## src/hdl/mqfa_pkg.sv

```systemverilog
// Types and constants of the quarter-frame assembler
package mqfa_pkg;

    localparam logic [2:0] PIECE_FRM_LO = 3'd0;
    localparam logic [2:0] PIECE_HRS_HI = 3'd7;

    localparam logic [1:0] FLD_FRM = 2'd0;
    localparam logic [1:0] FLD_SEC = 2'd1;
    localparam logic [1:0] FLD_MIN = 2'd2;
    localparam logic [1:0] FLD_HRS = 2'd3;

    // shown flag bit positions
    localparam int SH_FRM  = 0;
    localparam int SH_SEC  = 1;
    localparam int SH_MIN  = 2;
    localparam int SH_HRS  = 3;
    localparam int SH_RATE = 4;

    localparam logic [4:0] FRAME_LIMIT [4] = '{5'd23, 5'd24, 5'd28, 5'd29};
    localparam logic [5:0] MS_LIMIT  = 6'd59;
    localparam logic [4:0] HRS_LIMIT = 5'd23;

    typedef enum logic [2:0] {
        OP_ADD,
        OP_LOAD,
        OP_FWD,
        OP_REV,
        OP_ERR
    } t_op;

    typedef struct packed {
        t_op        op;
        logic [2:0] piece;
        logic [3:0] nib;
    } t_cmd;

endpackage

```

## src/hdl/mqfa_front.sv

```systemverilog
// Front end: accepts quarter-frame bytes and classifies them against the previous piece
module mqfa_front (
    input  logic           i_clk,
    input  logic           i_rst_n,
    input  logic           i_s_axis_tvalid,
    output logic           o_s_axis_tready,
    input  logic [7:0]     i_s_axis_tdata,   // [6:0] data_byte, [7] zero
    input  logic           i_q_ready,
    output logic           o_push,
    output mqfa_pkg::t_cmd o_cmd
);
    import mqfa_pkg::*;

    logic [2:0] r_prev;
    logic [2:0] n_prev;
    logic [2:0] piece;
    logic [2:0] partner_add;
    logic [2:0] partner_seq;
    t_op        op;

    assign piece       = i_s_axis_tdata[6:4];
    assign partner_add = piece ^ 3'd1;
    assign partner_seq = piece[0] ? piece + 3'd1 : piece - 3'd1;

    always_comb begin
        if (r_prev == partner_add) begin
            op = OP_ADD;
        end else if (r_prev == partner_seq) begin
            if (piece == PIECE_FRM_LO) begin
                op = OP_FWD;
            end else if (piece == PIECE_HRS_HI) begin
                op = OP_REV;
            end else begin
                op = OP_LOAD;
            end
        end else begin
            op = OP_ERR;
        end
    end

    assign o_s_axis_tready = i_q_ready;
    assign o_push          = i_s_axis_tvalid && i_q_ready;
    assign o_cmd           = '{op: op, piece: piece, nib: i_s_axis_tdata[3:0]};
    assign n_prev          = o_push ? piece : r_prev;

    always_ff @(posedge i_clk) begin
        if (!i_rst_n) begin
            r_prev <= PIECE_HRS_HI;
        end else begin
            r_prev <= n_prev;
        end
    end

endmodule

```

## src/hdl/mqfa_queue.sv

```systemverilog
// Short command queue between front and back end
module mqfa_queue #(
    parameter int DEPTH = 2   // 2 or more
) (
    input  logic           i_clk,
    input  logic           i_rst_n,
    input  logic           i_push,
    input  mqfa_pkg::t_cmd i_cmd,
    output logic           o_ready,
    input  logic           i_pop,
    output logic           o_valid,
    output mqfa_pkg::t_cmd o_cmd
);
    import mqfa_pkg::*;

    localparam int AW = $clog2(DEPTH);
    localparam int CW = $clog2(DEPTH + 1);
    localparam logic [AW-1:0] LAST  = AW'(DEPTH - 1);
    localparam logic [CW-1:0] FULL  = CW'(DEPTH);

    t_cmd          r_mem [DEPTH];
    logic [AW-1:0] r_wr;
    logic [AW-1:0] r_rd;
    logic [CW-1:0] r_cnt;
    logic [AW-1:0] n_wr;
    logic [AW-1:0] n_rd;
    logic [CW-1:0] n_cnt;
    logic          do_push;
    logic          do_pop;

    assign o_ready = (r_cnt != FULL);
    assign o_valid = (r_cnt != '0);
    assign o_cmd   = r_mem[r_rd];
    assign do_push = i_push && o_ready;
    assign do_pop  = i_pop && o_valid;

    always_comb begin
        n_wr  = do_push ? ((r_wr == LAST) ? '0 : r_wr + 1'b1) : r_wr;
        n_rd  = do_pop  ? ((r_rd == LAST) ? '0 : r_rd + 1'b1) : r_rd;
        n_cnt = r_cnt;
        if (do_push && !do_pop) begin
            n_cnt = r_cnt + 1'b1;
        end else if (do_pop && !do_push) begin
            n_cnt = r_cnt - 1'b1;
        end
    end

    always_ff @(posedge i_clk) begin
        if (!i_rst_n) begin
            r_wr  <= '0;
            r_rd  <= '0;
            r_cnt <= '0;
        end else begin
            r_wr  <= n_wr;
            r_rd  <= n_rd;
            r_cnt <= n_cnt;
        end
    end

    always_ff @(posedge i_clk) begin
        if (do_push) begin
            r_mem[r_wr] <= i_cmd;
        end
    end

endmodule

```

## src/hdl/mqfa_back.sv

```systemverilog
// Back end: applies commands to the time counters and holds the result item
module mqfa_back (
    input  logic           i_clk,
    input  logic           i_rst_n,
    input  logic           i_q_valid,
    input  mqfa_pkg::t_cmd i_cmd,
    output logic           o_pop,
    output logic           o_m_axis_tvalid,
    input  logic           i_m_axis_tready,
    // [4:0] hours, [10:5] minutes, [16:11] seconds, [21:17] frames, [23:22] frame_rate,
    // [24] hours_shown, [25] minutes_shown, [26] seconds_shown, [27] frames_shown,
    // [28] rate_shown, [29] sequence_error, [31:30] zero
    output logic [31:0]    o_m_axis_tdata
);
    import mqfa_pkg::*;

    logic       r_valid;
    logic [4:0] r_frm;
    logic [5:0] r_sec;
    logic [5:0] r_min;
    logic [4:0] r_hrs;
    logic [1:0] r_rate;
    logic [4:0] r_shown;
    logic       r_err;

    logic       n_valid;
    logic [4:0] n_frm;
    logic [5:0] n_sec;
    logic [5:0] n_min;
    logic [4:0] n_hrs;
    logic [1:0] n_rate;
    logic [4:0] n_shown;
    logic       n_err;

    logic [1:0] fld;
    logic [5:0] val;
    logic [5:0] cur;
    logic [5:0] lim;
    logic [6:0] sum;
    logic [5:0] sat;
    logic [5:0] upd;

    assign o_pop = i_q_valid && (!r_valid || i_m_axis_tready);
    assign fld   = i_cmd.piece[2:1];

    always_comb begin
        if (!i_cmd.piece[0]) begin
            val = {2'b00, i_cmd.nib};
        end else if (fld == FLD_SEC || fld == FLD_MIN) begin
            val = {i_cmd.nib[1:0], 4'b0000};
        end else begin
            val = {1'b0, i_cmd.nib[0], 4'b0000};
        end

        case (fld)
            FLD_FRM: begin
                cur = {1'b0, r_frm};
                lim = {1'b0, FRAME_LIMIT[r_rate]};
            end
            FLD_SEC: begin
                cur = r_sec;
                lim = MS_LIMIT;
            end
            FLD_MIN: begin
                cur = r_min;
                lim = MS_LIMIT;
            end
            default: begin
                cur = {1'b0, r_hrs};
                lim = {1'b0, HRS_LIMIT};
            end
        endcase

        sum = {1'b0, cur} + {1'b0, val};
        sat = (sum > {1'b0, lim}) ? lim : sum[5:0];
        upd = (i_cmd.op == OP_ADD) ? sat : val;
    end

    always_comb begin
        n_valid = r_valid;
        n_frm   = r_frm;
        n_sec   = r_sec;
        n_min   = r_min;
        n_hrs   = r_hrs;
        n_rate  = r_rate;
        n_shown = r_shown;
        n_err   = r_err;
        if (o_pop) begin
            n_valid = 1'b1;
            n_err   = 1'b0;
            unique case (i_cmd.op)
                OP_ADD, OP_LOAD: begin
                    case (fld)
                        FLD_FRM: begin
                            n_frm           = upd[4:0];
                            n_shown[SH_FRM] = 1'b1;
                        end
                        FLD_SEC: begin
                            n_sec           = upd;
                            n_shown[SH_SEC] = 1'b1;
                        end
                        FLD_MIN: begin
                            n_min           = upd;
                            n_shown[SH_MIN] = 1'b1;
                        end
                        default: begin
                            n_hrs           = upd[4:0];
                            n_shown[SH_HRS] = 1'b1;
                            // hours high also carries the rate
                            if (i_cmd.piece[0]) begin
                                n_rate           = i_cmd.nib[2:1];
                                n_shown[SH_RATE] = 1'b1;
                            end
                        end
                    endcase
                end
                OP_FWD: begin
                    n_frm            = {1'b0, i_cmd.nib};
                    n_sec            = '0;
                    n_min            = '0;
                    n_hrs            = '0;
                    n_shown          = '0;
                    n_shown[SH_FRM]  = 1'b1;
                    n_shown[SH_RATE] = 1'b1;
                end
                OP_REV: begin
                    n_frm            = '0;
                    n_sec            = '0;
                    n_min            = '0;
                    n_hrs            = {i_cmd.nib[0], 4'b0000};
                    n_rate           = i_cmd.nib[2:1];
                    n_shown          = '0;
                    n_shown[SH_HRS]  = 1'b1;
                    n_shown[SH_RATE] = 1'b1;
                end
                OP_ERR: begin
                    n_sec            = '0;
                    n_min            = '0;
                    n_hrs            = '0;
                    n_shown          = '0;
                    n_shown[SH_RATE] = 1'b1;
                    n_err            = 1'b1;
                end
                default: begin
                    n_err = 1'b1;
                end
            endcase
        end else if (i_m_axis_tready) begin
            n_valid = 1'b0;
        end
    end

    always_ff @(posedge i_clk) begin
        if (!i_rst_n) begin
            r_valid <= 1'b0;
            r_frm   <= '0;
            r_sec   <= '0;
            r_min   <= '0;
            r_hrs   <= '0;
            r_rate  <= '0;
            r_shown <= '0;
            r_err   <= 1'b0;
        end else begin
            r_valid <= n_valid;
            r_frm   <= n_frm;
            r_sec   <= n_sec;
            r_min   <= n_min;
            r_hrs   <= n_hrs;
            r_rate  <= n_rate;
            r_shown <= n_shown;
            r_err   <= n_err;
        end
    end

    assign o_m_axis_tvalid = r_valid;
    assign o_m_axis_tdata  = {2'b00, r_err, r_shown[SH_RATE], r_shown[SH_FRM],
                              r_shown[SH_SEC], r_shown[SH_MIN], r_shown[SH_HRS],
                              r_rate, r_frm, r_sec, r_min, r_hrs};

endmodule

```

## src/hdl/mtc_quarter_frame_assembler_core.sv

```systemverilog
// Top level of the MIDI time code quarter-frame assembler
// Takes one quarter-frame data byte per item and returns one time result per byte.
// Sustained rate is one item per clock while the result output is not stalled; the command of
// each accepted byte is first written into the queue, and the back end then registers the
// state update, a single saturating add and compare, into its result register.
// The front end classifies each byte against the previous piece and stalls only
// when the queue is full; the back end holds its result until taken and keeps
// draining the queue meanwhile whenever the result register is free or being read.
module mtc_quarter_frame_assembler_core #(
    parameter int QUEUE_DEPTH = 2
) (
    input  logic        i_clk,
    input  logic        i_rst_n,
    input  logic        i_s_axis_tvalid,
    output logic        o_s_axis_tready,
    input  logic [7:0]  i_s_axis_tdata,    // [6:0] data_byte, [7] zero
    output logic        o_m_axis_tvalid,
    input  logic        i_m_axis_tready,
    // [4:0] hours, [10:5] minutes, [16:11] seconds, [21:17] frames, [23:22] frame_rate,
    // [24] hours_shown, [25] minutes_shown, [26] seconds_shown, [27] frames_shown,
    // [28] rate_shown, [29] sequence_error, [31:30] zero
    output logic [31:0] o_m_axis_tdata
);
    import mqfa_pkg::*;

    t_cmd front_cmd;
    t_cmd back_cmd;
    logic push;
    logic q_ready;
    logic q_valid;
    logic pop;

    mqfa_front u_front (
        .i_clk           (i_clk),
        .i_rst_n         (i_rst_n),
        .i_s_axis_tvalid (i_s_axis_tvalid),
        .o_s_axis_tready (o_s_axis_tready),
        .i_s_axis_tdata  (i_s_axis_tdata),
        .i_q_ready       (q_ready),
        .o_push          (push),
        .o_cmd           (front_cmd)
    );

    mqfa_queue #(
        .DEPTH (QUEUE_DEPTH)
    ) u_queue (
        .i_clk   (i_clk),
        .i_rst_n (i_rst_n),
        .i_push  (push),
        .i_cmd   (front_cmd),
        .o_ready (q_ready),
        .i_pop   (pop),
        .o_valid (q_valid),
        .o_cmd   (back_cmd)
    );

    mqfa_back u_back (
        .i_clk           (i_clk),
        .i_rst_n         (i_rst_n),
        .i_q_valid       (q_valid),
        .i_cmd           (back_cmd),
        .o_pop           (pop),
        .o_m_axis_tvalid (o_m_axis_tvalid),
        .i_m_axis_tready (i_m_axis_tready),
        .o_m_axis_tdata  (o_m_axis_tdata)
    );

endmodule

```

## config.mk

```make
export PLATFORM = sky130hd
export DESIGN_NAME = mtc_quarter_frame_assembler_core
export DESIGN_NICKNAME = d
export VERILOG_FILES = /design/src/hdl/mqfa_pkg.sv /design/src/hdl/mqfa_front.sv /design/src/hdl/mqfa_queue.sv /design/src/hdl/mqfa_back.sv /design/src/hdl/mtc_quarter_frame_assembler_core.sv
export SDC_FILE = /design/constraint.sdc
export NUM_CORES = 1
export LEC_CHECK = 0
export ABC_AREA = 1
export BUFFER_PORTS_ARGS = -buffer_cell sky130_fd_sc_hd__buf_2
export CORE_MARGIN = 2
export CORE_UTILIZATION = 52
export DETAILED_ROUTE_END_ITERATION = 6
export GPL_ROUTABILITY_DRIVEN = 1
export GPL_TIMING_DRIVEN = 0
export PLACE_DENSITY = 0.85
export SETUP_SLACK_MARGIN = 0.1
export SLEW_MARGIN = 15
export SYNTH_ARGS = -nofsm -noshare
export SYNTH_HDL_FRONTEND = slang
export SYNTH_SLANG_ARGS = --single-unit
```

## constraint.sdc

```tcl
create_clock -name i_clk -period 4.04 [get_ports i_clk]
set_input_delay 0.202 -clock i_clk [delete_from_list [all_inputs] [get_ports i_clk]]
set_output_delay 0.202 -clock i_clk [all_outputs]
set_load 0.02 [all_outputs]
```

After elaboration in Yosys (flattened, before gate mapping)
Memories as Yosys holds them, arrays and structs flattened. A register that Yosys moved wholly into a read port is not among the register bits. Cells that the tools add are included.

Register bits after elaboration: 38. Bits in writable memories: 20. Bits of input ports: 12. Output and inout bits: 34. Logic and storage cells: 123. Memories: 1.

Add/subtract/negate cells: 7. Order comparisons: 2. Equal/unequal tests: 15. Muxes and demuxes: 42. Bitwise operators: 2. Reduce and logical (&&, ||, !) cells: 38.

Memory list: u_queue.r_mem (depth 2, width 10, read ports 1, clocked after memory_dff 1, write ports 1, RTL line mqfa_queue.sv:21) `t_cmd r_mem [DEPTH];`.

Operators by type and width (number): 6-bit two-way mux (6); 6-bit one-hot mux with 2 select lines (3); 5-bit one-hot mux with 3 select lines (2); 3-bit AND reduction (8); 5-bit two-way mux (4); 5-bit one-hot mux with 4 select lines (1); 6-bit one-hot mux with 3 select lines (1); 1-bit two-way mux (13); 2-bit two-way mux (6); 3-bit two-way mux (4); 5-bit binary-select mux with 2-bit select (1); 2-bit nonzero test (5); 2-bit by 1-bit != test with 1-bit output (second input constant) (4); 4-bit AND reduction (2); 6-bit by 6-bit adder with 7-bit output (1); 7-bit by 6-bit > comparator with 1-bit output (1); 3-bit by 2-bit equality test with 1-bit output (second input constant) (2); 3-bit equality test (2); 3-bit equality test (second input constant) (2); 1-bit logical AND (6); 3-bit logical NOT (2); 3-bit nonzero test (2); 2-bit OR reduction (3); 3-bit OR reduction (2); 18 further kinds (23).

Depth between registers and ports, before layout
Gate-level depths: netlist of the first run.

Depth in word-level cells: 10. Gate-level depth with buffers: 28. Depth with buffers taken out: 26.

Cells and area by module
From an unflattened synthesis of the first run, not the netlist that was laid out.

Cells, all modules: 440. Area total of the unflattened synthesis: 3539.6 um^2.

Modules (own cells, without submodules): mqfa_back (instances 1, cells an instance 314, area an instance 2188.3 um^2, sequential area each 620.6 um^2); mqfa_queue (instances 1, cells an instance 68, area an instance 980.9 um^2, sequential area each 700.7 um^2); mqfa_front (instances 1, cells an instance 58, area an instance 370.4 um^2, sequential area each 60.1 um^2).

Worst setup path after synthesis of the first run
OpenSTA, ideal clock, no wires.

Path type: register to register. Start point: register (tool-made name). End point: register u_back.r_min[4]. Library setup time: 70 ps. Arrival time: 3688 ps. Data required time: 3970 ps. Slack: 282 ps. Stages on the path, launching flop included: 26. Buffers on the path: 3. Period minus slack after synthesis: 3758 ps. Path through: dfxtp_1 buf_6 buf_2 o21ai_0 inv_1 ha_1 clkbuf_1 inv_1 nor2_1 a31oi_1 ha_1 a21oi_1 nand2_1 nand2_1 a21oi_1 o21bai_1 nand2_1 ha_1 nand3_1 nor2_2 nand2_1 nand2_1 nand2_2 a2bb2oi_1 nand2_1 a21oi_1.

RTL lines: end signal: assignment (RTL line mqfa_back.sv:167) `r_min <= n_min;`; end: declaration (RTL line mqfa_back.sv:20) `logic [5:0] r_min;`.

==> metrics, run 1 <==
Root Driver=clkbuf_8; Worst path top cell family by delay=simple AND/OR/NAND/NOR gates; Critical Path Sink Type=flip-flop; antenna violations before repair=0; Buf/Inv on CP=4; Placer Congestion=roughly 0.95; Area contributors post-synth=dfxtp_1, edfxtp_1, ha_1; synthesized instance count=422; first-pass GRT wire length=13400 um; via count=just over 3000; Die ar.=about 7000 um^2; XOR/XNOR Fraction of Synth Area=0.0185; Final Critical Period=3.78 ns; post-route ant nets=0; Max stage delay on crit path=about 0.34 ns; CP startpoint kind=flip-flop; simple-gate share of the synthesized area=0.193; sequential-to-total area share from yosys stat=0.416; fin nets=516; post-detail-place hpwl=6000 um; multiplexer share of the synthesized area=0.00603; gr ovfl total=0; CP required=4.31 ns; share of the synthesized area in the top cell type=0.235; setup violators final=0; compound-gate portion of the synthesized area=0.181; wire per inst=14.4 um; TritonCTS Buffers=9; max-cap viol count=0; FP Rows=29; worst clock skew=0.00989 ns; CORE AREA=6280 um^2; hold buffer count at cts=0; drt pass-1 iters=7; Adder-Cell Fraction of Synth Area=0.0965; leading area contributor after synthesis=dfxtp_1; most used cell, CP=nand2_1; largest family of logic cells by synthesized area=simple AND/OR/NAND/NOR gates; vias in the first global route=2954; Layout area overhead=19.3%; Slew @ Worst Pin=0.867 ns; commonest non-fill, non-tap cell in the layout=nand2_1; CP Max Fanout=9; Synth Area per Inst=7.87 um^2; final hold viol count=0; final WL=approximately 8100 um; Tcrit/Tclk final=0.937; layout cells sized above 1=0.224; mapped cell area=3320 um^2; Max Freq=264 MHz; most frequent cells in the layout=nand2_1, inv_1, nor2_1; Starting Density=0.529; synthesis-stage register bit count=59; GR Util All Layers=0.238; largest net degree at the start of global routing=19; Clock Path Buffers=2; max-slew violation count=0; crit path kind=flip-flop to flip-flop; DR DRC count=0; drt via density=5.55; critical path arrival=4.06 ns; Worst-Skew Late Latency=between 0.3 and 0.4 ns; CTS Sinks=59; RSZ-0062 raised after global routing=yes; boundary pin count=46; Yosys cell types=38; die width=83.9 um; Ys Warns=0; worst rel slew slack=0.420; Die H=between 80 and 90 um; # H-tree levels=3; Post-Route Utilization=0.631; Worst-path clk slew=0.06 ns; outcome=complete, no violations; CTS tree=yes; n_diodes=0; HP Class=primary input to flip-flop; DRT iter0 DRCs=approximately 370; Port Buffers=42; Worst path slowest cell=dfxtp_2
[layer usage]
layer | vias up | share of wire | GRT usage
li1 | 1507 | - | -
met1 | 1425 | 0.42 | 0.285
met2 | 147 | 0.49 | 0.404
met3 | 27 | 0.070 | 0.0564
met4 | 0 | 0.025 | 0.107
met5 | - | 0 | 0
[stage by stage]
stage	TNS (ns)	hold WS (ns)	cell area, um^2	setup WS (ns)	std cells
global route	-0.0253	0.0445	3960	-0.0152	560
global placement	-8.80	0.395	3630	-0.498	542
CTS	0	0.0427	3840	0.119	557
detailed placement	-10.36	0.397	3630	-0.558	542
finish	0	0.0543	3960	0.255	560
floorplan	0	0.301	3320	0.282	423
[Yosys cell counts]
cell type,number
a21oi_4,1
xnor2_1,2
o21a_1,2
inv_1,49
nand2_2,1
buf_6,2
nor2_4,3
nor2_2,2
fa_1,1
o21ai_1,17
nand4_1,1
ha_1,24
nand3_1,25
a211oi_1,1
o21ai_4,1
xor2_1,5
dfxtp_1,39
or2_1,1
inv_2,7
buf_2,1
o21bai_1,1
mux2i_1,2
nor4_1,1
clkbuf_1,4
a21oi_1,48
or2_2,1
edfxtp_1,20
a31oi_1,5
buf_4,5
nand2_1,64
nor2_1,48
o21ai_0,30
nand3b_1,1
o211ai_1,3
a2bb2oi_1,1
nor3_1,1
and2_1,1
conb_1,1
[repair_timing]
action	CTS	global route
setup buffers	1	3
setup endpoints to repair	22	22
pin swaps	3	2
gates resized for setup	13	23
[kinds of logic (layout without fill, tap and decap cells)]
logic type,after synthesis,in the layout
AOI/OAI and AO/OA,110,110
DFF,59,59
muxes,2,2
and+or+nand+nor,150,150
other,1,2
xor gates and xnor gates,7,7
buffers and inverters,68,128
adders and majority gates,25,25
[sequential cells by signal, indices dropped and copies added, names as in the netlist, named ones only]
name and flops:
u_queue.r_mem 20, u_back.r_min 6, u_back.r_sec 6, u_back.r_frm 5
u_back.r_hrs 5, u_back.r_shown 5, u_front.r_prev 3, u_back.r_rate 2
u_queue.r_cnt 2, u_back.o_m_axis_tvalid 1, u_back.r_err 1, u_queue.r_rd 1
u_queue.r_wr 1
[cell type report]
class,count,area [um^2]
clock buffers,13,159
inverters,56,213
flip-flops and latches,59,1380
repair buffers,46,240
multi-input cells,296,1770
fillers,536,2320
plain buffers,11,87.6
well taps,77,96.3
clock inverters,2,11.3
[final timing paths]
kind,from,end,slack (ns),cells past startpoint
hold / removal,i_s_axis_tdata[0],u_queue.r_mem[1][0],0.05,1
setup / recovery,flip-flop,u_back.r_min[2],0.26,26
setup reg to reg,flip-flop,u_back.r_min[2],0.26,26
hold reg to reg,u_queue.r_rd,flip-flop,0.45,1
[worst register-to-register path, cell delays in order (launching register included)]
cell and delay (ns):
dfxtp_2 0.34, buf_12 0.13, nand2_1 0.09, o21ai_4 0.09, inv_1 0.10, ha_1 0.21
buf_4 0.18, inv_4 0.11, nor2_1 0.05, a31oi_1 0.21, ha_1 0.31, a21oi_2 0.18
nand2_1 0.07, nand2_1 0.09, a21oi_2 0.07, o21bai_1 0.11, nand2_1 0.09, ha_1 0.27
nand3_1 0.12, nor2_1 0.05, nor2_1 0.13, nand2_2 0.14, nand2_4 0.13, nand2_1 0.07
nand3_2 0.09, nand3_2 0.12, a21oi_1 0.16
Power of run 1 is left out: the tool's default activity adds up to more than one toggle a clock period on the data nets, which glitch-free logic cannot reach.
==> run 2, diff against run 1 <==
--- a/config.mk
+++ b/config.mk
@@ -7,7 +7,6 @@
 export LEC_CHECK = 0
 export ABC_AREA = 1
 export BUFFER_PORTS_ARGS = -buffer_cell sky130_fd_sc_hd__buf_2
-export CORE_MARGIN = 2
 export CORE_UTILIZATION = 52
 export DETAILED_ROUTE_END_ITERATION = 6
 export GPL_ROUTABILITY_DRIVEN = 1
==> metrics, run 2 (synthesized netlist as in run 1, its figures left out) <==
outcome=finished, violations left; failing checks=DRC; Multi-input gate area=between 1500 and 2000 um^2; post-detail-place hpwl=6090 um; Final Hold Slack=0.0492 ns; DRT iter0 DRCs=292; Root Driver=clkbuf_8; worst rel slew slack=0.404; max-cap viol count=0; Placer Congestion=0.880; Port Buffers=42; Layout fillers=510; fin nets=521; Layout area overhead=22.1%; max reg flops=20; TritonCTS Buffers=9; Max Freq=267 MHz; Die ar.=6710 um^2; via count=3090; Starting Density=0.551; commonest non-fill, non-tap cell in the layout=nand2_1; final WL=roughly 8300 um; Hold Crit Depth=1; post-route ant nets=0; HP Class=primary input to flip-flop; # H-tree levels=3; first-pass GRT wire length=12200 um; sequential cell area=1380 um^2; gr ovfl total=0; antenna violations before repair=0; n_diodes=0; CTS tree=yes; placed cell count=between 500 and 600; critical hold path startpoint=i_s_axis_tdata[0]; CP startpoint kind=flip-flop; crit path kind=flip-flop to flip-flop; WHS Endpoint=u_queue.r_mem[0][0]; setup violators final=0; Regs by FF count=u_queue.r_mem: 20 flops, u_back.r_min: 6 flops, u_back.r_sec: 6 flops; hold buffer count at cts=0; die width=81.9 um; drt pass-1 iters=7; Die H=just over 80 um; Critical Path Sink Type=flip-flop; RSZ-0062 raised after global routing=no; boundary pin count=46; CTS Sinks=between 50 and 60; CP Max Fanout=10; non-filler instance count after layout=564; largest net degree at the start of global routing=19; pre-CTS setup slack=-0.633 ns; Biggest register=u_queue.r_mem; worst setup margin=0.291 ns; Worst path slowest cell=fa_1; most frequent cells in the layout=nand2_1, nor2_1, inv_1; critical path arrival=4.03 ns; most used cell, CP=nand2_1; FP Rows=28; Final Critical Period=3.75 ns; drt via density=5.48; Worst-Skew Late Latency=0.35 ns; CP required=about 4.3 ns; worst path cell trace=buf_8, nand2_1, o21ai_4, inv_2, ha_4, a21oi_1, a31oi_2, ha_1, fa_1, xor2_2, ha_1, a21oi_1, o21ai_0, and2_1, nand2_1, nand2_2, nand2_4, nand2_1, nand3_1, nand3_2, a21oi_2; layout cells sized above 1=0.239; reg-to-reg endpoint=u_back.r_sec[2]; DR DRC count=2; worst clock skew=0.0113 ns; vias in the first global route=roughly 2600; CORE AREA=6030 um^2; r2r setup slk=0.29 ns; r2r worst-path depth=21; max-slew violation count=0; wire per inst=14.7 um; Tcrit/Tclk final=0.928; Slew @ Worst Pin=slightly below 0.9 ns; final hold viol count=0; Clock Path Buffers=2; GR Util All Layers=0.249; Max stage delay on crit path=0.46 ns; Worst-path clk slew=approximately 0.08 ns
run 2: worst max path at each step:
stage	from	slack [ns]	end
after global placement	flip-flop	-0.53	u_back.r_hrs[4]
after CTS	flip-flop	0.15	u_back.r_hrs[2]
after global routing	flip-flop	0.07	u_back.r_sec[2]
after floorplan	flip-flop	0.28	u_back.r_min[4]
after detailed placement	flip-flop	-0.63	u_back.r_hrs[4]
final	flip-flop	0.29	u_back.r_sec[2]
run 2: area by class of cell:
type | instances | area share
plain buffers | 10 | 0.0185
clock buffers | 9 | 0.0306
clock inverters | 7 | 0.0185
inverters | 56 | 0.0525
multi-input cells | 296 | 0.445
flip-flops and latches | 59 | 0.341
well taps | 75 | 0.0231
repair buffers | 52 | 0.0704
run 2: metal layers:
| layer | share of wire | routed length (um) | global-route usage |
|---|---|---|---|
| met5 | 0 | 0 | 0 |
| met4 | 0.019 | 156 | 0.0754 |
| met3 | 0.067 | 553 | 0.0578 |
| met2 | 0.49 | 4070 | 0.417 |
| met1 | 0.42 | 3480 | 0.316 |
run 2: metrics by stage:
| step | setup TNS [ns] | area [um^2] | util |
|---|---|---|---|
| global placement | -8.40 | 3630 | 0.602 |
| detailed placement | -10.49 | 3630 | 0.602 |
| floorplan | 0 | 3320 | - |
| CTS | 0 | 3890 | 0.645 |
| finish | 0 | 4050 | 0.673 |
| global route | 0 | 4050 | 0.673 |
run 2: timing repair:
action / CTS / global route
resized for setup: 12 / 25
gates cloned: 0 / 0
setup endpoints to repair: 22 / 22
buffers inserted: 3 / 7
pin swaps: 2 / 5
run 2: critical path, delay by kind of cell, from the launching register on:
kind,cells,cell delay [ns]
adder cells (fa/ha/maj),4,1.24
flip-flops,1,0.35
buffers and inverters,2,0.24
AND/OR/NAND/NOR,8,0.86
AO/OA/AOI/OAI,6,0.80
XOR/XNOR,1,0.19
Power of run 2 is left out for the same reason.
==> run 3, diff against run 2 <==
--- a/config.mk
+++ b/config.mk
@@ -16,4 +16,5 @@
 export SLEW_MARGIN = 15
 export SYNTH_ARGS = -nofsm -noshare
 export SYNTH_HDL_FRONTEND = slang
+export SYNTH_HIERARCHICAL = 1
 export SYNTH_SLANG_ARGS = --single-unit
==> metrics, run 3 <==
outcome=complete, no violations; drt via density=5.59; Placed Area=3830 um^2; max-slew violation count=0; Worst path top cell family by delay=adder cells; synthesis-stage register bit count=59; Max stage delay on crit path=0.33 ns; Starting Density=0.548; gr ovfl total=0; CTS Sinks=approximately 60; CP Max Fanout=9; Biggest register=u_queue/r_mem; reg-to-reg endpoint=u_back/r_min[5]; Tcrit/Tclk final=0.937; drt pass-1 iters=5; Worst-Skew Late Latency=around 0.34 ns; critical path arrival=4.01 ns; Synth Area per Inst=8.04 um^2; final hold viol count=0; WP depth=21; final WL=between 8000 and 9000 um; most frequent cells in the layout=nand2_1, inv_1, nor2_1; setup violators final=0; worst clock skew=0.00901 ns; sequential-to-total area share from yosys stat=0.390; post-detail-place hpwl=between 6000 and 7000 um; FP Rows=29; worst path cell trace=buf_6, mux2_4, ha_2, inv_2, buf_4, nor2_1, a31oi_1, ha_1, inv_1, xor2_4, inv_2, ha_4, nand3_2, o22ai_2, nand3_4, nand2_4, nand2_8, nand2_1, nand2_1, o21bai_2, a21oi_1; wire per inst=15.2 um; layout cells sized above 1=0.304; die width=84.5 um; Worst-path clk slew=0.06 ns; fin nets=536; Regs by FF count=u_queue/r_mem: 20 flops, u_back/r_min: 6 flops, u_back/r_sec: 6 flops; r2r setup slk=0.25 ns; via count=3266; Async SR Flop Fraction=0; Die H=between 80 and 90 um; max reg flops=20; Port Buffers=38; synthesized instance count=440; Critical Path Sink Type=flip-flop; Clock Path Buffers=2; largest net degree at the start of global routing=11; DRT iter0 DRCs=277; CP startpoint kind=flip-flop; RSZ-0062 raised after global routing=no; CORE AREA=6460 um^2; commonest non-fill, non-tap cell in the layout=nand2_1; GR Util All Layers=0.257; Root Driver=clkbuf_8; cell with the most instances after synthesis=nand2_1; number of synthesized flops with an enable pin=20; Yosys cell types=39; leading area contributor after synthesis=dfxtp_1; Area contributors post-synth=dfxtp_1, edfxtp_1, ha_1; CTS tree=yes; share of the synthesized area in the top cell type=0.221; hold buffer count at cts=0; top post-synthesis cells by count=nand2_1, inv_1, nor2_1; max-cap viol count=0; Hold Crit Depth=1; CP required=4.26 ns; Worst path slowest cell=ha_1; # H-tree levels=3; Max Freq=264 MHz; Finished Cell Area=4200 um^2; Synth Flop Type=dfxtp_1; antenna violations before repair=0; r2r worst-path depth=21; Layout area overhead=18.7%; Placer Congestion=between 0.9 and 1; first-pass GRT wire length=14300 um; n_diodes=0; vias in the first global route=3068; post-route ant nets=0; Final Critical Period=3.79 ns; Slew @ Worst Pin=a little under 0.9 ns; crit path kind=flip-flop to flip-flop; worst rel slew slack=0.418; Worst setup endpoint=u_back/r_min[5]; TritonCTS Buffers=9; HP Class=primary input to flip-flop; mapped cell area=3540 um^2; DR DRC count=0; Ys Warns=6; boundary pin count=46; Die ar.=7140 um^2; critical hold path startpoint=i_s_axis_tdata[1]; Buf/Inv on CP=5
[run 3: changes by cell type after synthesis, sizes merged, moves of 3 or more]
cell   previous run  this run
mux2              0        10
buf               8        16
a21oi            49        42
inv              56        63
nand3            25        32
o21ai            48        41
nand2            65        70
nor2             53        48
ha               24        21
[run 3: final cells by class]
type	count	area, um^2
fillers	561	2260
flip-flops and latches	59	1380
inverters	65	245
multi-input cells	296	1890
clock buffers	13	149
clock inverters	3	15.0
plain buffers	20	135
repair buffers	51	288
well taps	77	96.3
[run 3: repair_timing]
action | 4_1_cts | 5_1_grt
gates resized for setup | 8 | 21
pin swaps | 0 | 8
cloned | 0 | 0
setup endpoints to repair | 18 | 18
setup buffers | 2 | 11
[run 3: logic make-up after synthesis]
| group | Yosys count | share of synthesized area |
|---|---|---|
| DFF | 59 | 0.390 |
| adders and majority gates | 22 | 0.0799 |
| AOI/OAI and AO/OA | 102 | 0.161 |
| buffers and inverters | 86 | 0.106 |
| and+or+nand+nor | 154 | 0.215 |
| other | 1 | 0.00106 |
| xor gates and xnor gates | 6 | 0.0148 |
| muxes | 10 | 0.0318 |
[run 3: stage by stage]
stage / hold slack, ns / setup TNS (ns) / std cells / utilization / worst slack (ns)
finish: 0.0483 / 0 / 584 / 0.651 / 0.253
global route: 0.0413 / 0 / 584 / 0.651 / 0.0513
CTS: 0.0388 / 0 / 573 / 0.624 / 0.134
detailed placement: 0.392 / -2.42 / 556 / 0.593 / -0.263
global placement: 0.391 / -1.71 / 556 / 0.593 / -0.234
floorplan: 0.301 / 0 / 441 / - / 0.404
[run 3: how the worst min path moves through the flow]
stage	endpoint	slack [ns]
3_3_place_gp	u_queue/r_mem[0][1]	0.39
2_1_floorplan	u_front/r_prev[0]	0.30
6_report	u_queue/r_mem[1][1]	0.05
3_5_place_dp	u_queue/r_mem[0][1]	0.39
5_1_grt	u_queue/r_mem[1][1]	0.04
4_1_cts	u_queue/r_mem[1][1]	0.04
[run 3: per-layer routing]
layer | GRT usage | vias up | wire [um]
met4 | 0.134 | 0 | 243
met2 | 0.422 | 145 | 4250
met3 | 0.0413 | 25 | 641
met5 | 0 | - | 0
li1 | - | 1572 | -
met1 | 0.327 | 1524 | 3770
Power of run 3 is left out for the same reason.
